<file path="config.mk">
export PLATFORM = sky130hd
export DESIGN_NAME = keyed_value_table_top_flat
export DESIGN_NICKNAME = d
export VERILOG_FILES = /design/src/design/kvt_pkg.sv /design/src/design/kvt_if.sv /design/src/design/kvt_store.sv /design/src/design/kvt_scan.sv /design/src/design/keyed_value_table_top.sv /design/src/flat_wrapper.sv
export SDC_FILE = /design/constraint.sdc
export NUM_CORES = 1
export LEC_CHECK = 0
export BUFFER_PORTS_ARGS = -buffer_cell sky130_fd_sc_hd__buf_2
export CAP_MARGIN = 40
export CORE_MARGIN = 2
export CORE_UTILIZATION = 35
export CTS_BUF_LIST = sky130_fd_sc_hd__clkbuf_4 sky130_fd_sc_hd__clkbuf_8
export DETAILED_ROUTE_END_ITERATION = 12
export PLACE_DENSITY = 0.58
export SETUP_SLACK_MARGIN = 0.2
export SLEW_MARGIN = 20
export SYNTH_ARGS = -nofsm -noshare
export SYNTH_HDL_FRONTEND = slang
export SYNTH_HIERARCHICAL = 1
export SYNTH_SLANG_ARGS = --single-unit
</file>
<file path="constraint.sdc">
create_clock -name clk -period 5.1 [get_ports clk]
set_clock_uncertainty 0.05 [all_clocks]
set_input_delay 0.51 -clock clk [delete_from_list [all_inputs] [get_ports clk]]
set_output_delay 0.51 -clock clk [all_outputs]
set_load 0.1 [all_outputs]
</file>
<file path="src/design/kvt_pkg.sv">
// ----------------------------------------------------------------------------
// kvt_pkg
// shared field widths, opcodes, status codes and scan control for the
// keyed value table
// ----------------------------------------------------------------------------
`default_nettype none

package kvt_pkg;

  localparam int OPCODE_W    = 2;
  localparam int KEY_FIELD_W = 16;
  localparam int VAL_FIELD_W = 16;
  localparam int STATUS_W    = 3;
  localparam int TALLY_W     = 6;

  localparam logic [OPCODE_W-1:0] OP_INSERT = 2'd0;
  localparam logic [OPCODE_W-1:0] OP_REMOVE = 2'd1;
  localparam logic [OPCODE_W-1:0] OP_LOOKUP = 2'd2;
  localparam logic [OPCODE_W-1:0] OP_COUNT  = 2'd3;

  localparam logic [STATUS_W-1:0] ST_OK      = 3'd0;
  localparam logic [STATUS_W-1:0] ST_DUP     = 3'd1;
  localparam logic [STATUS_W-1:0] ST_FULL    = 3'd2;
  localparam logic [STATUS_W-1:0] ST_ZERO    = 3'd3;
  localparam logic [STATUS_W-1:0] ST_MISSING = 3'd4;

  typedef struct packed {
    logic clear;
    logic sample;
  } scan_ctl_t;

endpackage

`default_nettype wire

</file>
<file path="src/design/kvt_if.sv">
// ----------------------------------------------------------------------------
// kvt_if
// request and response channels of the keyed value table
// ----------------------------------------------------------------------------
`default_nettype none

interface kvt_req_if;
  logic                                valid;
  logic                                ready;
  logic [kvt_pkg::OPCODE_W-1:0]    opcode;
  logic [kvt_pkg::KEY_FIELD_W-1:0] item_key;
  logic [kvt_pkg::VAL_FIELD_W-1:0] item_value;

  modport source (output valid, opcode, item_key, item_value, input ready);
  modport sink   (input valid, opcode, item_key, item_value, output ready);
endinterface

interface kvt_rsp_if;
  logic                             valid;
  logic                             ready;
  logic [kvt_pkg::STATUS_W-1:0] status;
  logic                             found;
  logic [kvt_pkg::TALLY_W-1:0]  match_count;
  logic [kvt_pkg::TALLY_W-1:0]  occupancy;

  modport source (output valid, status, found, match_count, occupancy, input ready);
  modport sink   (input valid, status, found, match_count, occupancy, output ready);
endinterface

`default_nettype wire

</file>
<file path="src/design/kvt_store.sv">
// ----------------------------------------------------------------------------
// kvt_store
// key and value memories, one shared read address, one write port each,
// registered read data
// ----------------------------------------------------------------------------
`default_nettype none

module kvt_store #(
  parameter int DEPTH   = 32,
  parameter int ADDR_W  = 5,
  parameter int KEY_W   = 16,
  parameter int VALUE_W = 16
) (
  input  wire logic               clk,
  input  wire logic [ADDR_W-1:0]  rd_addr,
  output logic      [KEY_W-1:0]   rd_key,
  output logic      [VALUE_W-1:0] rd_value,
  input  wire logic               key_we,
  input  wire logic               value_we,
  input  wire logic [ADDR_W-1:0]  wr_addr,
  input  wire logic [KEY_W-1:0]   wr_key,
  input  wire logic [VALUE_W-1:0] wr_value
);

  logic [KEY_W-1:0]   key_mem   [DEPTH];
  logic [VALUE_W-1:0] value_mem [DEPTH];

  always_ff @(posedge clk) begin
    if (key_we) begin
      key_mem[wr_addr] <= wr_key;
    end
    rd_key <= key_mem[rd_addr];
  end

  always_ff @(posedge clk) begin
    if (value_we) begin
      value_mem[wr_addr] <= wr_value;
    end
    rd_value <= value_mem[rd_addr];
  end

endmodule

`default_nettype wire

</file>
<file path="src/design/kvt_scan.sv">
// ----------------------------------------------------------------------------
// kvt_scan
// walks the read stream of one table sweep: first slot holding the key,
// first empty slot and the tally of occupied slots holding the target value
// ----------------------------------------------------------------------------
`default_nettype none

module kvt_scan #(
  parameter int ADDR_W  = 5,
  parameter int CNT_W   = 6,
  parameter int KEY_W   = 16,
  parameter int VALUE_W = 16
) (
  input  wire logic                  clk,
  input  wire kvt_pkg::scan_ctl_t    ctl,
  input  wire logic [KEY_W-1:0]      target_key,
  input  wire logic [VALUE_W-1:0]    target_value,
  input  wire logic [KEY_W-1:0]      rd_key,
  input  wire logic [VALUE_W-1:0]    rd_value,
  output logic                       hit,
  output logic      [ADDR_W-1:0]     hit_slot,
  output logic                       empty_seen,
  output logic      [ADDR_W-1:0]     empty_slot,
  output logic      [CNT_W-1:0]      tally
);

  logic [ADDR_W-1:0] idx;

  always_ff @(posedge clk) begin
    if (ctl.clear) begin
      idx        <= '0;
      hit        <= 1'b0;
      empty_seen <= 1'b0;
      tally      <= '0;
    end else if (ctl.sample) begin
      idx <= idx + 1'b1;
      if (!hit && rd_key == target_key) begin
        hit      <= 1'b1;
        hit_slot <= idx;
      end
      if (!empty_seen && rd_key == '0) begin
        empty_seen <= 1'b1;
        empty_slot <= idx;
      end
      if (rd_key != '0 && rd_value == target_value) begin
        tally <= tally + 1'b1;
      end
    end
  end

endmodule

`default_nettype wire

</file>
<file path="src/design/keyed_value_table_top.sv">
// ----------------------------------------------------------------------------
// keyed_value_table_top
// fixed-capacity key/value table; key zero marks an empty slot
//
// req carries one word per operation (opcode, item_key, item_value); rsp
// returns one word per operation (status, found, match_count, occupancy).
// Each operation sweeps every slot of the key and value memories through
// their registered read port, passes through a wait state, then decides
// and writes back; its response word is registered at write-back.
// One operation is in flight at a time; req.ready is high only while idle.
// After reset a clearing pass writes zero to every key slot, one slot a
// cycle; req.ready stays low during that pass.
// The response sits in an output register; when rsp stalls, the finished
// operation waits before write-back until the register frees, so at most
// one further operation is taken in while a response is held.
// ----------------------------------------------------------------------------
`default_nettype none

module keyed_value_table_top #(
  parameter int CAPACITY    = 32,
  parameter int KEY_WIDTH   = 16,
  parameter int VALUE_WIDTH = 16
) (
  input  wire logic   clk,
  input  wire logic   rst,
  kvt_req_if.sink     req,
  kvt_rsp_if.source   rsp
);

  localparam int AW = (CAPACITY > 1) ? $clog2(CAPACITY) : 1;
  localparam int CW = $clog2(CAPACITY + 1);
  localparam int KW = (KEY_WIDTH < kvt_pkg::KEY_FIELD_W) ? KEY_WIDTH : kvt_pkg::KEY_FIELD_W;
  localparam int VW = (VALUE_WIDTH < kvt_pkg::VAL_FIELD_W) ? VALUE_WIDTH
                                                            : kvt_pkg::VAL_FIELD_W;
  localparam int OW = (CW > kvt_pkg::TALLY_W) ? CW : kvt_pkg::TALLY_W;

  localparam logic [AW-1:0] LAST_ADDR = AW'(CAPACITY - 1);
  localparam logic [CW-1:0] FULL_CNT  = CW'(CAPACITY);

  localparam logic [2:0] S_CLEAR  = 3'd0;
  localparam logic [2:0] S_IDLE   = 3'd1;
  localparam logic [2:0] S_SCAN   = 3'd2;
  localparam logic [2:0] S_WAIT   = 3'd3;
  localparam logic [2:0] S_DECIDE = 3'd4;

  logic [2:0]                       state;
  logic [2:0]                       state_next;
  logic [AW-1:0]                    addr;
  logic [CW-1:0]                    count;
  logic [CW-1:0]                    count_next;
  logic [kvt_pkg::OPCODE_W-1:0]     op;
  logic [KW-1:0]                    key;
  logic [VW-1:0]                    val;
  logic                             sample_d;

  logic                             rsp_valid;
  logic [kvt_pkg::STATUS_W-1:0]     rsp_status;
  logic                             rsp_found;
  logic [kvt_pkg::TALLY_W-1:0]      rsp_match;
  logic [kvt_pkg::TALLY_W-1:0]      rsp_occ;

  logic [KW-1:0]                    rd_key;
  logic [VW-1:0]                    rd_value;
  logic                             key_we;
  logic                             value_we;
  logic [AW-1:0]                    wr_addr;
  logic [KW-1:0]                    wr_key;

  logic                             hit;
  logic [AW-1:0]                    hit_slot;
  logic                             empty_seen;
  logic [AW-1:0]                    empty_slot;
  logic [CW-1:0]                    tally;
  kvt_pkg::scan_ctl_t               scan_ctl;

  logic                             accept;
  logic                             retire;
  logic                             key_zero;
  logic                             found;
  logic [kvt_pkg::STATUS_W-1:0]     status;
  logic                             do_insert;
  logic                             do_remove;
  logic [OW-1:0]                    tally_wide;
  logic [OW-1:0]                    occ_wide;

  assign accept   = req.valid && req.ready;
  assign retire   = (state == S_DECIDE) && (!rsp_valid || rsp.ready);
  assign key_zero = (key == '0);
  assign found    = (op != kvt_pkg::OP_COUNT) && !key_zero && hit;

  always_comb begin
    status    = kvt_pkg::ST_OK;
    do_insert = 1'b0;
    do_remove = 1'b0;
    unique case (op)
      kvt_pkg::OP_INSERT: begin
        priority if (count >= FULL_CNT) begin
          status = kvt_pkg::ST_FULL;
        end else if (key_zero) begin
          status = kvt_pkg::ST_ZERO;
        end else if (found) begin
          status = kvt_pkg::ST_DUP;
        end else if (empty_seen) begin
          do_insert = 1'b1;
        end else begin
          status = kvt_pkg::ST_FULL;
        end
      end
      kvt_pkg::OP_REMOVE: begin
        priority if (key_zero) begin
          status = kvt_pkg::ST_ZERO;
        end else if (!found) begin
          status = kvt_pkg::ST_MISSING;
        end else begin
          do_remove = 1'b1;
        end
      end
      kvt_pkg::OP_LOOKUP: begin
        priority if (key_zero) begin
          status = kvt_pkg::ST_ZERO;
        end else if (!found) begin
          status = kvt_pkg::ST_MISSING;
        end
      end
      kvt_pkg::OP_COUNT: begin
        status = kvt_pkg::ST_OK;
      end
      default: begin
        status = kvt_pkg::ST_OK;
      end
    endcase
  end

  always_comb begin
    count_next = count;
    if (do_insert) begin
      count_next = count + 1'b1;
    end else if (do_remove && count != '0) begin
      count_next = count - 1'b1;
    end
  end

  assign tally_wide = OW'(tally);
  assign occ_wide   = OW'(count_next);

  always_comb begin
    key_we   = 1'b0;
    value_we = 1'b0;
    wr_addr  = addr;
    wr_key   = '0;
    if (state == S_CLEAR) begin
      key_we = 1'b1;
    end else if (retire && do_insert) begin
      key_we   = 1'b1;
      value_we = 1'b1;
      wr_addr  = empty_slot;
      wr_key   = key;
    end else if (retire && do_remove) begin
      key_we  = 1'b1;
      wr_addr = hit_slot;
    end
  end

  always_comb begin
    state_next = state;
    unique case (state)
      S_CLEAR: begin
        if (addr == LAST_ADDR) begin
          state_next = S_IDLE;
        end
      end
      S_IDLE: begin
        if (accept) begin
          state_next = S_SCAN;
        end
      end
      S_SCAN: begin
        if (addr == LAST_ADDR) begin
          state_next = S_WAIT;
        end
      end
      S_WAIT: begin
        state_next = S_DECIDE;
      end
      S_DECIDE: begin
        if (retire) begin
          state_next = S_IDLE;
        end
      end
      default: begin
        state_next = S_IDLE;
      end
    endcase
  end

  always_ff @(posedge clk) begin
    if (rst) begin
      state     <= S_CLEAR;
      addr      <= '0;
      count     <= '0;
      sample_d  <= 1'b0;
      rsp_valid <= 1'b0;
    end else begin
      state    <= state_next;
      sample_d <= (state == S_SCAN);
      if (state == S_CLEAR || state == S_SCAN) begin
        addr <= (addr == LAST_ADDR) ? '0 : addr + 1'b1;
      end else if (accept) begin
        addr <= '0;
      end
      if (retire) begin
        count     <= count_next;
        rsp_valid <= 1'b1;
      end else if (rsp.ready) begin
        rsp_valid <= 1'b0;
      end
    end
  end

  always_ff @(posedge clk) begin
    if (accept) begin
      op  <= req.opcode;
      key <= req.item_key[KW-1:0];
      val <= req.item_value[VW-1:0];
    end
    if (retire) begin
      rsp_status <= status;
      rsp_found  <= found;
      rsp_match  <= (op == kvt_pkg::OP_COUNT) ? tally_wide[kvt_pkg::TALLY_W-1:0] : '0;
      rsp_occ    <= occ_wide[kvt_pkg::TALLY_W-1:0];
    end
  end

  assign scan_ctl.clear  = accept;
  assign scan_ctl.sample = sample_d;

  kvt_store #(
    .DEPTH   (CAPACITY),
    .ADDR_W  (AW),
    .KEY_W   (KW),
    .VALUE_W (VW)
  ) u_store (
    .clk      (clk),
    .rd_addr  (addr),
    .rd_key   (rd_key),
    .rd_value (rd_value),
    .key_we   (key_we),
    .value_we (value_we),
    .wr_addr  (wr_addr),
    .wr_key   (wr_key),
    .wr_value (val)
  );

  kvt_scan #(
    .ADDR_W  (AW),
    .CNT_W   (CW),
    .KEY_W   (KW),
    .VALUE_W (VW)
  ) u_scan (
    .clk          (clk),
    .ctl          (scan_ctl),
    .target_key   (key),
    .target_value (val),
    .rd_key       (rd_key),
    .rd_value     (rd_value),
    .hit          (hit),
    .hit_slot     (hit_slot),
    .empty_seen   (empty_seen),
    .empty_slot   (empty_slot),
    .tally        (tally)
  );

  assign req.ready       = (state == S_IDLE);
  assign rsp.valid       = rsp_valid;
  assign rsp.status      = rsp_status;
  assign rsp.found       = rsp_found;
  assign rsp.match_count = rsp_match;
  assign rsp.occupancy   = rsp_occ;

  a_count_bound: assert property (@(posedge clk) disable iff (rst)
    count <= FULL_CNT)
    else $error("entry count beyond capacity");

  a_write_window: assert property (@(posedge clk) disable iff (rst)
    key_we |-> (state == S_CLEAR || state == S_DECIDE))
    else $error("key memory written outside clear or write-back");

  a_rsp_source: assert property (@(posedge clk) disable iff (rst)
    $rose(rsp.valid) |-> $past(state) == S_DECIDE)
    else $error("response word raised without a finished operation");

  a_scan_length: assert property (@(posedge clk) disable iff (rst)
    (state == S_WAIT) |-> !sample_d || $past(addr) == LAST_ADDR)
    else $error("sweep ended before the last slot");

endmodule

`default_nettype wire

</file>
<file path="src/flat_wrapper.sv">
// flat-port wrapper written by rule: the top's interface ports become plain ports
module keyed_value_table_top_flat 
#(
  parameter int CAPACITY    = 32,
  parameter int KEY_WIDTH   = 16,
  parameter int VALUE_WIDTH = 16
)
  (clk, rst, req_valid, req_opcode, req_item_key, req_item_value, req_ready, rsp_valid, rsp_status, rsp_found, rsp_match_count, rsp_occupancy, rsp_ready);
  kvt_req_if req_i ();
  kvt_rsp_if rsp_i ();
  input  wire logic clk;
  input  wire logic rst;
  input wire logic [$bits(req_i.valid)-1:0] req_valid;
  input wire logic [$bits(req_i.opcode)-1:0] req_opcode;
  input wire logic [$bits(req_i.item_key)-1:0] req_item_key;
  input wire logic [$bits(req_i.item_value)-1:0] req_item_value;
  output wire logic [$bits(req_i.ready)-1:0] req_ready;
  output wire logic [$bits(rsp_i.valid)-1:0] rsp_valid;
  output wire logic [$bits(rsp_i.status)-1:0] rsp_status;
  output wire logic [$bits(rsp_i.found)-1:0] rsp_found;
  output wire logic [$bits(rsp_i.match_count)-1:0] rsp_match_count;
  output wire logic [$bits(rsp_i.occupancy)-1:0] rsp_occupancy;
  input wire logic [$bits(rsp_i.ready)-1:0] rsp_ready;
  assign req_i.valid = req_valid;
  assign req_i.opcode = req_opcode;
  assign req_i.item_key = req_item_key;
  assign req_i.item_value = req_item_value;
  assign req_ready = req_i.ready;
  assign rsp_valid = rsp_i.valid;
  assign rsp_status = rsp_i.status;
  assign rsp_found = rsp_i.found;
  assign rsp_match_count = rsp_i.match_count;
  assign rsp_occupancy = rsp_i.occupancy;
  assign rsp_i.ready = rsp_ready;
  keyed_value_table_top #(.CAPACITY(CAPACITY), .KEY_WIDTH(KEY_WIDTH), .VALUE_WIDTH(VALUE_WIDTH)) u_core (.clk(clk), .rst(rst), .req(req_i), .rsp(rsp_i));
endmodule
</file>
After elaboration in Yosys (flattened, before gate mapping)
Memories as Yosys holds them, arrays and structs flattened. A register that Yosys moved wholly into a read port is not among the register bits.
Cells that the tools add are included.

operators by class
  $add $sub $neg = 5
  bitwise operators = 1
  $lt $le $gt $ge = 1
  reduce and logical (&&, ||, !) cells = 31
  eq/ne operators = 15
  muxes and demuxes = 41

operator list
  kind                   number
  $eq A16 B16 Y1         2
  $logic_not A16 Y1      2
  $mux W16               2
  $mux W5                6
  $mux W3                9
  $mux W1                19
  $reduce_bool A16 Y1    1
  $pmux W3 S5            1
  $add A6 B1 Y6 const B  2
  $mux W6                2
  $add A5 B1 Y5 const B  2
  $logic_and A1 B1 Y1    10
  $pmux W3 S3            1
  $eq A3 B2 Y1 const B   2
  $ge A6 B6 Y1 const B   1
  $ne A2 B2 Y1 const B   3
  $reduce_and A2 Y1      3
  $reduce_and A3 Y1      2
  $reduce_bool A6 Y1     1
  $sub A6 B1 Y6 const B  1
  $eq A5 B5 Y1 const B   1
  $eq A2 B2 Y1 const B   2
  $logic_not A1 Y1       4
  $ne A2 B1 Y1 const B   2
  other kinds (11)       13

storage, ports and cells
  output and inout bits = 18
  flip-flop bits (word level) = 89
  memories = 2
  RAM bits = 1024
  logic and storage cells = 114

memories
  name                      depth  bits a word  read ports  clocked after memory_dff  write ports  RTL line         text
  u_core.u_store.key_mem    32     16           1           1                         1            kvt_store.sv:25  logic [KEY_W-1:0] key_mem [DEPTH];
  u_core.u_store.value_mem  32     16           1           1                         1            kvt_store.sv:26  logic [VALUE_W-1:0] value_mem [DEPTH];

Depth between registers and ports, before layout
Gate-level depths: netlist of the first run.

  depth after elaboration = 13
  mapped depth = 12
  depth with buffers taken out = 10

By module
Netlist of the first run, hierarchy kept.

modules (own cells, without submodules)
  module                 times used  area each (um^2)  cells an instance
  kvt_store              1           40669.0           2305
  keyed_value_table_top  1           2977.9            245
  kvt_scan               1           1277.5            121

Worst setup path before layout of the first run
No wires, ideal clock.

  kind = register to register
  start = register u_core.state[0]
  end = register u_core.u_scan.hit
  data arrival time = 4.741 ns
  stages on the path, launching flop included = 10
  setup time = 0.114 ns
  period minus slack after synthesis = 4.905 ns
  buffers on the path = 1
  path slack = 0.195 ns
  cell sequence = dfxtp_1 buf_2 nor3b_1 nand2_1 inv_1 inv_1 nand2_1 nor4_1 and4_1 a21o_1

on the way
  cells in the longest elaborated chain, start to end = 2

ends and longest elaborated chain
  item                    RTL line                      text
  start, declared         keyed_value_table_top.sv:46   logic [2:0] state;
  start signal, assigned  keyed_value_table_top.sv:204  state <= state_next;
  $eq A3 B1 Y1            keyed_value_table_top.sv:273  assign req.ready = (state == S_IDLE);
  net req_ready           flat_wrapper.sv:17            output wire logic [$bits(req_i.ready)-1:0] req_ready;
  $logic_and A1 B1 Y1     keyed_value_table_top.sv:86   assign accept = req.valid && req.ready;
  net u_core.accept       keyed_value_table_top.sv:76   logic accept;
  end signal, assigned    kvt_scan.sv:32                hit <= 1'b0;
  end signal, assigned    kvt_scan.sv:38                hit <= 1'b1;
  end, declared           kvt_scan.sv:20                output logic hit,

The timed path passes the listed nets, and every way through them passes these cells.
A chain may end at the register's enable or synchronous reset.

Worst setup path in the final report of the first run
  start = register u_core/op[0] in the netlist's numbering
  end = memory u_core.u_store.key_mem[8][14] (enable)

on the way
  elaborated cells between the ends (all ways) = 22
  those cells by class = eq/ne: 2; mux: 15; reduce/logical: 5

RTL lines
  item                                            RTL line                                                    text
  start, declared                                 keyed_value_table_top.sv:51                                 logic [kvt_pkg::OPCODE_W-1:0] op;
  start signal, assigned                          keyed_value_table_top.sv:222                                op <= req.opcode;
  $ne A2 B2 Y1                                    keyed_value_table_top.sv:89                                 assign found = (op != kvt_pkg::OP_COUNT) && !key_zero && hit;
  $logic_and A1 B1 Y1 (2 in series)               keyed_value_table_top.sv:89
  $mux W1, on equally long branches               keyed_value_table_top.sv:112, keyed_value_table_top.sv:101
  $mux W1, on equally long branches               keyed_value_table_top.sv:110, keyed_value_table_top.sv:99
  $mux W1, on equally long branches               keyed_value_table_top.sv:95, keyed_value_table_top.sv:97
  $logic_and A1 B1 Y1 or $mux W1 (tied branches)  keyed_value_table_top.sv:158, keyed_value_table_top.sv:95
  $mux W5 or $logic_and A1 B1 Y1 (tied branches)  keyed_value_table_top.sv:158, keyed_value_table_top.sv:153
  $mux W5 *                                       keyed_value_table_top.sv:153                                end else if (retire && do_insert) begin
  $mux W5 *                                       keyed_value_table_top.sv:151                                if (state == S_CLEAR) begin
  net u_core.wr_addr[3]                           keyed_value_table_top.sv:66                                 logic [AW-1:0] wr_addr;
  end, declared                                   kvt_store.sv:25

Mark *: on every way through the listed nets, which the timed path passes. The rest lies on a longest branch.

==> run_results.csv, run 1 <==
group,metric,value,unit
status,status,"finished, final reports clean",
synthesis,synth.area.top_cells,"edfxtp_1 (72%), mux2i_1 (11%), dfxtp_1 (2.7%)",
die,die_h,362.3,um
synthesis,avgSynthCellArea,16.82,um^2
detailed_routing,ant_nets,0,
synthesis,synthDominantCellAreaShare,0.7246,
global_route,overflow,0,
finish,final_nets,2965,
power,p_leak,0.01656,uW
clocking,clk_pin_slew_worst_paths,0.06,ns
detailed_routing,avgRoutedWirePerCell,23.85,um
synthesis,synth_area,44920,um^2
clocking,tritoncts,"done",
sta,grt_setup_unrepaired,"false",
detailed_routing,post_drt_via_cell_ratio,5.131,
global_route,grtUsageTotal,0.1690,
placed_design,dpl.hpwl,66190,um
setup_path,cp_data_arrival_time,4.69,ns
sta,final_hold_viol_count,0,
job,drv_cap,0,
detailed_routing,drt_iter0_drc,2343,
placed_design,numPortBuffers,55,
finish,final_common_cell,"edfxtp_1",
finish,area_delta_synth_final,14.87,%
clocking,ctsHoldBuffers,38,
clocking,clock_path_buffers,3,
sta,tns,0,ns
global_route,grt_pass1_vias,23670,
finish,drive_gt1_frac,0.1823,
global_route,grt_pass1_wl,161000,um
clocking,cts_sinks,1145,
detailed_routing,finalWirelength,112300,um
clocking,cts_buffers,175,
power,internal_power,14650,uW
power,clock_power_share,0.396,
placed_design,routabilityCongestion,0.8406,
finish,fin_cells,4708,
sta,timing.final.crit_share,0.8383,
die,start_util,0.3523,
finish,layout_common_cells,"edfxtp_1 (1084), mux2i_1 (515), clkbuf_8 (189)",
synthesis,synth_edf_count,1084,
synthesis,synth_seq_cells,1145,
setup_path,critical_path_class,"reg -> reg",
synthesis,postSynth.asyncResetShare,0,
sta,finalMaxSlewViolations,0,
clocking,cts_resized,0,
power,pwr-share-comb,0.055,
clocking,insertion_delay,0.87,ns
sta,tightest_slew,0.9043,ns
synthesis,synth_top_area_cell,"edfxtp_1",
sta,fmax,0.2339,GHz
power,pwr-share-seq,0.550,
die,io_pins,56,
sta,whs,0.3217,ns
clocking,cts_setup_buffers,0,
hold_path,hp-start,"req_item_value[13]",
sta,slew_headroom,0.3971,
synthesis,synthCells,2671,
placed_design,dp_cells,4357,
power,p_sw_frac,0.2209,
die,core,127500,um^2
hold_path,hold_path_class,"in -> reg",
clocking,clockRootBuffer,"clkbuf_8",
setup_path,crit_path_start,"u_core/op[0]$_DFFE_PP_",
die,die_w,362.3,um
synthesis,yosys.cell_types.count,60,
setup_path,r2r-start,"u_core/op[0]$_DFFE_PP_",
die,rows,131,
die,die_area,131200,um^2
detailed_routing,firstDrtPassIters,7,
power,peakVddDrop,0.0002916,V
setup_path,required,5.52,ns
detailed_routing,vias,24160,
setup_path,start_kind,"register",
detailed_routing,drc_errors,0,
global_route,grt_max_degree,129,
finish,fill_cells,11550,
power,switching_power,4156,uW
clocking,cts_max_level,4,
global_route,grt_antenna_before_repair,1,
sta,min_period,4.275,ns
synthesis,synthFlopType,"edfxtp_1",
synthesis,ys_seq_area_frac,0.7518,
synthesis,ys_warn_count,6,
synthesis,syn-num-nets,2719,
power,powerDensity,364.5,nW/um^2
setup_path,cp-end-kind,"register",
setup_path,crit_fanout,16,
sta,setup_viol,0,
==> power groups by stage <==
stage               clock network, uW  registers, uW  logic [uW]
floorplan                           0          10500         676
global placement                    0          10500         993
detailed placement                  0          10500         996
CTS                              7640          10300        1020
global route                     8040          10300        1080
finish                           7440          10300        1030
==> cell families after synthesis <==
kind of cell,synth area share
simple gates,0.04999
mux,0.1165
compound gates,0.05094
xor+xnor,0.008188
buf+inv,0.01983
flops,0.7518
fa+ha+maj,0.002785
==> Yosys cell counts, drive strengths merged, types with 24 or more instances <==
library cell and instances:
a21oi 113, and2 24, a22oi 96, clkbuf 52
mux2i 515, a22o 64, nor3 40, buf 97
nor2 92, dfxtp 61, edfxtp 1084, nand3 109
a31oi 34, nand2 116
==> critical path: stages (launching register included) <==
cell	delay, ns
edfxtp_1	0.41
inv_1	0.08
ha_1	0.17
nor2b_1	0.21
and3_1	0.32
nand2_2	0.19
a21oi_1	0.41
a2bb2oi_1	0.57
or3b_2	0.74
nor2_2	0.73
==> sequential cells by signal, indices dropped and copies added, names as in the netlist, 6 cells and up <==
| register | count |
|---|---|
| u_core/u_store/value_mem | 512 |
| u_core/u_scan/tally | 6 |
| u_core/count | 6 |
| u_core/rsp.occupancy | 6 |
| u_core/u_store/rd_key | 16 |
| u_core/key | 16 |
| u_core/u_store/key_mem | 512 |
| u_core/val | 16 |
| u_core/rsp.match_count | 6 |
| u_core/u_store/rd_value | 16 |
==> stage by stage <==
stage          setup WS (ns)    util  total power [uW]  cell area [um^2]
2_1_floorplan          1.349       -             11180             44930
3_3_place_gp           1.091  0.3726             11530             47520
3_5_place_dp          0.9296  0.3738             11530             47660
4_1_cts               0.8922  0.4034             19000             51440
5_1_grt               0.5891  0.4047             19460             51600
6_report              0.8247  0.4047             18810             51600
==> routing by layer <==
metal / routed length (um) / vias to the layer above / track usage
met5: 0 / - / 0
met4: 3551 / 0 / 0.06932
met3: 6593 / 178 / 0.03169
met2: 54410 / 749 / 0.2749
met1: 47730 / 12280 / 0.2229
li1: - / 10950 / -
==> final cells by class <==
cell class	count	area [um^2]	share of cell area
antenna	1	2.502	0.00004849
timing repair buffer	218	1872	0.03627
clock buffer	254	3089	0.05986
tap	1662	2079	0.04030
clock inverter	51	307.8	0.005965
inverter	9	33.78	0.0006547
sequential	1145	33780	0.6545
multi-input combinational	1368	10440	0.2024
==> final timing paths <==
| path | endpoint | slack (ns) | depth (start not counted) |
|---|---|---|---|
| worst max-delay path | u_core/u_store/key_mem[8][14]$_DFFE_PP_ | 0.82 | 9 |
| worst min-delay path | u_core/val[13]$_DFFE_PP_ | 0.32 | 2 |
| worst max register to register | u_core/u_store/key_mem[8][14]$_DFFE_PP_ | 0.82 | 9 |
| worst min register to register | u_core/u_scan/tally[1]$_SDFFE_PP0P_ | 0.46 | 2 |
Note: power is estimated with default switching activity, not from simulation.
==> run 2: changes to the inputs <==
--- a/config.mk
+++ b/config.mk
@@ -5,6 +5,7 @@
 export SDC_FILE = /design/constraint.sdc
 export NUM_CORES = 1
 export LEC_CHECK = 0
+export ABC_AREA = 1
 export BUFFER_PORTS_ARGS = -buffer_cell sky130_fd_sc_hd__buf_2
 export CAP_MARGIN = 40
 export CORE_MARGIN = 2
==> constraint.sdc (replaced) <==
create_clock -name clk -period 4.32 [get_ports clk]
set_clock_uncertainty 0.05 [all_clocks]
set_input_delay 0.432 -clock clk [delete_from_list [all_inputs] [get_ports clk]]
set_output_delay 0.432 -clock clk [all_outputs]
set_load 0.1 [all_outputs]
==> run_results.csv, run 2 <==
group,metric,value,unit
global_route,use_met1,0.2467,
status,status,"finished, final reports clean",
setup_path,crit_slowest_cell,"nor3_1",
sta,fmax,0.2692,GHz
detailed_routing,avgRoutedWirePerCell,20.62,um
synthesis,syn-num-nets,4181,
power,power.total,23130,uW
setup_path,r2r_end,"u_core/u_store/key_mem[17][10]$_DFFE_PP_",
sta,whs,0.2075,ns
sta,tns,0,ns
clocking,clk_pin_slew_worst_paths,0.07,ns
power,powerDensity,430.3,nW/um^2
synthesis,synth_top_area_cell,"edfxtp_1",
global_route,grt_pass1_wl,190400,um
finish,final_common_cell,"nand2_1",
hold_path,hold_path_class,"in -> reg",
detailed_routing,finalWirelength,128600,um
sta,grt_setup_unrepaired,"false",
clocking,tritoncts,"done",
power,p_sw_frac,0.2443,
setup_path,required,4.83,ns
global_route,grtUsageTotal,0.1840,
setup_path,start_kind,"register",
global_route,use_met2,0.3000,
detailed_routing,post_drt_via_cell_ratio,5.033,
die,core,135000,um^2
synthesis,postSynth.asyncResetShare,0,
power,switching_power,5650,uW
setup_path,cp.depth,12,
finish,final_nets,4365,
hold_path,hp-start,"req_item_key[12]",
synthesis,synth_seq_cells,1145,
synthesis,yosysMostFrequentCell,"nand2_1",
clocking,clockRootBuffer,"clkbuf_8",
placed_design,routabilityCongestion,0.8427,
synthesis,synth_edf_count,1084,
clocking,cts_setup_buffers,0,
placed_design,dp_worst_setup_slack,0.6602,ns
sta,min_period,3.715,ns
setup_path,critical_path_class,"reg -> reg",
die,start_util,0.3511,
synthesis,ys_warn_count,6,
setup_path,r2r_slack,0.61,ns
synthesis,synthFlopType,"edfxtp_1",
sta,timing.final.crit_share,0.8599,
power,internal_power,17480,uW
global_route,grt_max_degree,202,
synthesis,avgSynthCellArea,11.46,um^2
setup_path,crit_fanout,25,
finish,layout_common_cells,"nand2_1 (1575), edfxtp_1 (1084), nand3_1 (792)",
sta,final_hold_viol_count,0,
synthesis,ys_seq_area_frac,0.7128,
finish,utilization,0.3983,
placed_design,dpl.hpwl,75380,um
sta,fin_ws,0.6051,ns
setup_path,crit_path_start,"u_core/state[1]$_SDFFE_PP0P_",
global_route,grt_util_met3,0.02617,
setup_path,slowest_delay,0.55,ns
sta,finalMaxSlewViolations,0,
global_route,overflow,0,
detailed_routing,ant_nets,0,
sta,tightest_slew,0.8971,ns
job,drv_cap,0,
placed_design,numPortBuffers,55,
synthesis,synthDominantCellAreaShare,0.6870,
detailed_routing,firstDrtPassIters,5,
global_route,grt-busiest-layer,"met2",
clocking,cts_buffers,176,
synthesis,yosys.cell_types.count,45,
power,clock_power_share,0.388,
setup_path,r2r_cells,12,
finish,area_delta_synth_final,13.45,%
sta,slew_headroom,0.4013,
setup_path,crit_buf_inv,4,
global_route,grt_antenna_before_repair,3,
finish,drive_gt1_frac,0.1363,
die,io_pins,56,
clocking,cts_sinks,1145,
die,die_area,138300,um^2
sta,setup_viol,0,
finish,reg_top3,"u_core/u_store/key_mem x512, u_core/u_store/value_mem x512",
power,p_leak,0.02003,uW
clocking,clock_path_buffers,3,
hold_path,hold_depth,2,
power,pwr-share-seq,0.529,
global_route,grt_pass1_vias,30360,
detailed_routing,drc_errors,0,
synthesis,yosys-top-cells-count,"nand2_1 (1575), edfxtp_1 (1084), nand3_1 (792), nor2_1 (98), inv_1 (92)",
clocking,cts_max_level,4,
power,peakVddDrop,0.0003027,V
synthesis,synth.area.top_cells,"edfxtp_1 (69%), nand2_1 (12%), nand3_1 (8.4%)",
detailed_routing,drt_iter0_drc,3243,
die,die_w,371.9,um
synthesis,synthCells,4133,
setup_path,cp_top_family,"simple AND/OR/NAND/NOR gates",
die,die_h,371.9,um
setup_path,cp_data_arrival_time,4.22,ns
setup_path,cp-end-kind,"register",
clocking,insertion_delay,0.89,ns
detailed_routing,vias,31390,
hold_path,min_to,"u_core/key[12]$_DFFE_PP_",
power,pwr-share-comb,0.083,
setup_path,worstPathCellList,"nor2_1 -> nand2_2 -> nor2_8 -> inv_6 -> nor2_8 -> o21ai_0 -> o21ai_1 -> inv_1 -> nor3_1 -> inv_1 -> nor3_2 -> buf_4",
synthesis,synth_area,47380,um^2
setup_path,r2r-start,"u_core/state[1]$_SDFFE_PP0P_",
die,rows,135,
## run 2: kinds of logic (layout without fill, tap and decap cells)
logic type	Yosys count	in the layout	synth area share
buffers and inverters	338	660	0.04299
flip-flops	1145	1145	0.7128
XOR/XNOR	31	31	0.005730
other	0	2	0
AND/OR/NAND/NOR	2564	2564	0.2306
adder cells (fa/ha/maj)	10	10	0.002641
AO/OA/AOI/OAI	45	45	0.005255
## run 2: worst max path at each step
stage / end / slack, ns
2_1_floorplan: u_core/u_store/key_mem[31][0]$_DFFE_PP_ / 0.10
3_3_place_gp: u_core/u_store/key_mem[17][9]$_DFFE_PP_ / 0.76
3_5_place_dp: u_core/u_store/key_mem[17][9]$_DFFE_PP_ / 0.66
4_1_cts: u_core/u_store/key_mem[17][7]$_DFFE_PP_ / 0.70
5_1_grt: u_core/u_store/key_mem[29][4]$_DFFE_PP_ / 0.48
6_report: u_core/u_store/key_mem[17][10]$_DFFE_PP_ / 0.61
## run 2: per-stage QoR
| step | instances | area (um^2) |
|---|---|---|
| 6_report | 6238 | 53760 |
| 3_3_place_gp | 5871 | 49660 |
| 3_5_place_dp | 5879 | 49820 |
| 4_1_cts | 6233 | 53690 |
| 5_1_grt | 6237 | 53750 |
| 2_1_floorplan | 4133 | 47380 |
## run 2: cell type report
type	count	area [um^2]
flip-flops and latches	1145	33790
repair buffers	235	1979
fillers	12860	81210
clock buffers	264	3164
clock inverters	52	321.6
diodes	2	5.005
well taps	1781	2228
inverters	109	445.4
multi-input cells	2650	11820
## run 2: power groups by stage
stage / clock, uW / sequential (uW) / combinational [uW]
2_1_floorplan: 0 / 12400 / 1350
3_3_place_gp: 0 / 12500 / 1860
3_5_place_dp: 0 / 12500 / 1880
4_1_cts: 9170 / 12200 / 1920
5_1_grt: 9640 / 12200 / 2120
6_report: 8980 / 12200 / 1920
## run 2: per-layer routing
| metal | routed length [um] | part of all wire |
|---|---|---|
| met5 | 0 | 0 |
| met4 | 4060 | 0.032 |
| met3 | 8242 | 0.064 |
| met2 | 62510 | 0.49 |
| met1 | 53820 | 0.42 |
## run 2: timing repair
| item | 4_1_cts | 5_1_grt |
|---|---|---|
| hold endpoints to repair | 51 | 0 |
| gates resized for setup | 0 | 0 |
| hold buffers | 38 | 0 |
